[src/rtl/uhbc_pkg.sv]
// Shared constants, codes and control types for the hash bucket collision counter.
package uhbc_pkg;

    localparam int MAX_BUCKETS = 1024;
    localparam int SUM_W       = 20;
    localparam int CFG_W       = 16;
    localparam int BCNT_W      = 11;
    localparam int CNT_W       = 16;
    localparam int IDX_W       = $clog2(MAX_BUCKETS);
    localparam int V_W         = CFG_W + SUM_W + 1;
    localparam int DIV_W       = CFG_W;
    localparam int CFG_IDX_W   = 2;

    typedef enum logic [CFG_IDX_W-1:0] {
        CFG_MULTIPLIER,
        CFG_OFFSET,
        CFG_PRIME,
        CFG_BUCKETS
    } cfg_idx_t;

    typedef enum logic [3:0] {
        ST_CLEAR,
        ST_IDLE,
        ST_MUL,
        ST_R1_GO,
        ST_R1_WAIT,
        ST_R2_GO,
        ST_R2_WAIT,
        ST_RD,
        ST_UPD
    } ctrl_state_t;

    typedef struct packed {
        logic acc;
        logic clr_wr;
        logic mul;
        logic rem_start;
        logic rem_take;
        logic rem_pass2;
        logic mem_rd;
        logic update;
    } ctrl_cmd_t;

    typedef struct packed {
        logic clear_done;
        logic p_zero;
        logic rem_done;
    } dp_status_t;

endpackage

[src/rtl/uhbc_ctrl.sv]
// Controller state machine: clearing pass, byte intake, hash sequencing and result hand-off.
module uhbc_ctrl
    import uhbc_pkg::*;
(
    input  logic       aclk,
    input  logic       aresetn,
    input  logic       s_valid,
    input  logic       s_last_byte,
    output logic       s_ready,
    output logic       m_valid,
    input  logic       m_ready,
    input  dp_status_t status,
    output ctrl_cmd_t  cmd
);

    ctrl_state_t state_reg, state_next;
    logic        m_valid_reg, m_valid_next;
    logic        out_free;

    assign out_free = !m_valid_reg || m_ready;
    assign m_valid  = m_valid_reg;

    always_comb begin
        state_next = state_reg;
        case (state_reg)
            ST_CLEAR:   if (status.clear_done) state_next = ST_IDLE;
            ST_IDLE:    if (s_valid && s_last_byte) state_next = ST_MUL;
            ST_MUL:     state_next = status.p_zero ? ST_R2_GO : ST_R1_GO;
            ST_R1_GO:   state_next = ST_R1_WAIT;
            ST_R1_WAIT: if (status.rem_done) state_next = ST_R2_GO;
            ST_R2_GO:   state_next = ST_R2_WAIT;
            ST_R2_WAIT: if (status.rem_done) state_next = ST_RD;
            ST_RD:      state_next = ST_UPD;
            ST_UPD:     if (out_free) state_next = ST_IDLE;
            default:    state_next = ST_CLEAR;
        endcase
    end

    always_comb begin
        cmd     = '0;
        s_ready = 1'b0;
        case (state_reg)
            ST_CLEAR:   cmd.clr_wr = 1'b1;
            ST_IDLE: begin
                s_ready = 1'b1;
                cmd.acc = s_valid;
            end
            ST_MUL:     cmd.mul = 1'b1;
            ST_R1_GO:   cmd.rem_start = 1'b1;
            ST_R1_WAIT: cmd.rem_take = status.rem_done;
            ST_R2_GO: begin
                cmd.rem_start = 1'b1;
                cmd.rem_pass2 = 1'b1;
            end
            ST_R2_WAIT: begin
                cmd.rem_take  = status.rem_done;
                cmd.rem_pass2 = 1'b1;
            end
            ST_RD:      cmd.mem_rd = 1'b1;
            ST_UPD:     cmd.update = out_free;
            default:    cmd = '0;
        endcase
    end

    always_comb begin
        m_valid_next = m_valid_reg;
        if (cmd.update) begin
            m_valid_next = 1'b1;
        end else if (m_ready) begin
            m_valid_next = 1'b0;
        end
    end

    always_ff @(posedge aclk) begin
        if (!aresetn) begin
            state_reg   <= ST_CLEAR;
            m_valid_reg <= 1'b0;
        end else begin
            state_reg   <= state_next;
            m_valid_reg <= m_valid_next;
        end
    end

    // A new result may only be loaded when the output slot is empty or being emptied.
    a_update_slot_free: assert property (@(posedge aclk) disable iff (!aresetn)
        cmd.update |-> (!m_valid_reg || m_ready))
        else $error("result loaded over a pending one");

    a_valid_from_update: assert property (@(posedge aclk) disable iff (!aresetn)
        $rose(m_valid_reg) |-> $past(state_reg) == ST_UPD)
        else $error("result valid raised outside the update step");

endmodule

[config.mk]
export PLATFORM = sky130hd
export DESIGN_NAME = uhbc_ctrl
export DESIGN_NICKNAME = d
export VERILOG_FILES = /design/src/rtl/uhbc_pkg.sv /design/src/rtl/uhbc_ctrl.sv
export SDC_FILE = /design/constraint.sdc
export NUM_CORES = 1
export LEC_CHECK = 0
export BUFFER_PORTS_ARGS = -buffer_cell sky130_fd_sc_hd__clkbuf_2
export CAP_MARGIN = 30
export CORE_AREA = 2 2 39 41
export DETAILED_ROUTE_END_ITERATION = 6
export DIE_AREA = 0 0 41 43
export PLACE_DENSITY = 0.57
export SKIP_LAST_GASP = 1
export SLEW_MARGIN = 20
export SYNTH_ARGS = -nofsm -noshare
export SYNTH_HDL_FRONTEND = slang
export SYNTH_SLANG_ARGS = --single-unit
[constraint.sdc]
create_clock -name aclk -period 2.54 [get_ports aclk]
set_input_delay 0.127 -clock aclk [delete_from_list [all_inputs] [get_ports aclk]]
set_output_delay 0.127 -clock aclk [all_outputs]
set_load 0.1 [all_outputs]
==> results.py <==
metrics = {
    "sta": {
        "fin_ws_ns": 0.538,
        "rsz0062_at_grt": "no",
        "setup_violations": 0,
        "hold_viol": 0,
        "max_freq_mhz": 499,
        "min_period_over_period_pct": 78.8,
        "slew_headroom_pct": 64.2,
        "report.final.slew_viol_count": 0,
        "worst_pin_slew_ns": 0.539,
        "finalCriticalPeriod_ns": 2.00,
        "skew_ns": 0.00509,
    },
    "clock_tree": {
        "cts_tree": "done",
        "cts-htree-levels": 1,
        "ctsRootBufferMaster": "clkbuf_4",
        "cts_setup_buffers": 0,
        "cts_hold_buf": 0,
        "clockBufferDepth": 2,
        "ctsResizeCount": 0,
        "numClockSinks": 5,
        "clk_pin_slew_ns": 0.05,
        "cts_buffers": 3,
        "clkLatencyLatePin_ns": 0.24,
    },
    "die": {
        "die-area_sq_mm": 0.00176,
        "start_util_pct": 27.1,
        "rows": 14,
        "core_area_sq_mm": 0.00138,
        "die_w_um": 41,
        "ios": 18,
        "fp.dieH_um": 43,
    },
    "worst_setup_path": {
        "arrival_ns": 1.88,
        "critPathLaunchType": "register",
        "cp-end-kind": "output pin",
        "path_delay_family": "simple AND/OR/NAND/NOR gates",
        "path_cells": "nor4b_1, nor2b_1, clkbuf_2",
        "slowest_delay_ns": 0.56,
        "crit_buf_inv": 1,
        "cp_slowest_cell": "dfxtp_1",
        "required_ns": 2.41,
        "cp_max_fo": 9,
        "critPathKind": "register to output pin",
    },
    "finish": {
        "drive_gt1_share_pct": 43.5,
        "design_area_sq_um": 502,
        "area_growth_pct": 33.7,
        "largest_reg_flops": 4,
        "finalNetCount": 71,
        "nFillCells": 155,
        "fin_cells": 78,
        "n_antenna_cell": 0,
        "multi_input_area_sq_um": 263,
        "ff_latch_area_sq_um": 100,
    },
    "hold_path": {
        "holdCritPathClass": "input pin to register",
    },
    "placement": {
        "dpl_cell_area_sq_um": 475,
        "dp_slack_ns": 0.809,
        "dp.cells": 74,
        "gp_congestion": 0.690,
        "portBuffers": 17,
        "place_hpwl_um": 629,
    },
    "logic_synthesis": {
        "ys_seq_elements": 5,
        "ys_async_sr_fraction_pct": 0,
        "yosysSeqAreaShare_pct": 26.7,
        "syn_avg_cell_area_sq_um": 8.16,
        "post_synth_num_cell_types": 25,
        "synth_flop_cell": "dfxtp_1",
        "synth_warnings": 0,
        "syn-num-nets": 54,
        "synth_area_sq_um": 375,
        "syn_inst": 46,
        "synth_edf_count": 0,
    },
    "drt": {
        "avgRoutedWirePerCell_um": 10.7,
        "routed_wl_um": 837,
        "antenna_left": 0,
        "drt-initial-drc-count": 1,
        "route.vias.total": 367,
        "drc": 0,
        "drt_pass1_iterations": 2,
        "post_drt_via_cell_ratio": 4.71,
    },
    "pwr": {
        "total_power_w": 0.000565,
        "power_density_mw_per_mm2": 1130,
        "p_leak_nw": 0.217,
        "vdd.ir_drop.worst_mv": 0.410,
    },
    "global_route": {
        "grt_pass1_wl_um": 1320,
        "grt_pass1_vias": 310,
        "grt_max_degree": 15,
        "globalRouteOverflowTotal": 0,
        "antenna_found_initial": 0,
        "grt_usage_pct": 10.7,
    },
    "job": {
        "max_cap_violations": 0,
    },
    "outcome": {
        "status": "finished clean",
    },
}
-- routing by layer --
layer / part of all wire (%) / GRT usage [%] / vias up
li1: - / - / 200
met1: 50 / 15.7 / 155
met3: 6.7 / 3.14 / 0
met5: 0 / 0 / -
met2: 43 / 14.4 / 12
met4: 0 / 4.00 / 0
-- final cells by class --
class,count,share of cell area [%]
multi-input cells,34,52.4
flip-flops and latches,5,20.0
well taps,16,3.99
repair buffers,17,17.0
clock buffers,4,5.24
inverters,2,1.50
-- cells by family (layout without fill, tap and decap cells) --
family / after synthesis / in the layout / share of synthesized area [%]
AND/OR/NAND/NOR: 22 / 22 / 38.0
AO/OA/AOI/OAI: 10 / 10 / 19.0
XOR/XNOR: 2 / 2 / 4.67
flip-flops: 5 / 5 / 26.7
buffers and inverters: 7 / 23 / 11.7
-- metrics by stage --
step           util, %  hold WS (ns)  TNS, ns
2_1_floorplan        -         0.245  -0.0982
3_3_place_gp      34.4         0.393        0
3_5_place_dp      34.4         0.400        0
4_1_cts           36.3         0.151        0
5_1_grt           36.3         0.164        0
6_report          36.3         0.159        0
-- report_power, final --
part,total (W),switching (W),internal [W]
Clock,0.0000895,0.0000303,0.0000593
Sequential,0.000139,0.0000482,0.0000909
Combinational,0.000337,0.000249,0.0000875
-- cell usage after synthesis (all sizes together) (2+ instances only) --
cell type	count	area, sq um
inv	2	7.51
nor4b	4	35.0
nor2b	4	25.0
o21ai	3	18.8
o21a	2	15.0
nand2	3	11.3
buf	5	36.3
dfxtp	5	100
nand3	2	10.0
xnor2	2	17.5
nor3b	3	22.5
-- layout by cell type, fill, tap and decap left out, types with 2 or more instances in the layout --
cell and count:
o21ai_0 2, nor2b_1 4, nor3b_2 2, nor4b_1 2, nand2_1 3, o21a_1 2
inv_1 2, nand3_1 2, clkbuf_4 3, dfxtp_1 5, xnor2_1 2, clkbuf_2 17
-- worst paths after layout --
check	startpoint	to	slack, ns	cells past startpoint
worst max-delay path	state_reg[3]	cmd[0]	0.54	3
worst min-delay path	aresetn	m_valid	0.16	2
worst max register to register	state_reg[1]	state_reg[0]	1.00	3
worst min register to register	m_valid	state_reg[3]	0.62	3
Note: power is estimated with default switching activity, not from simulation.
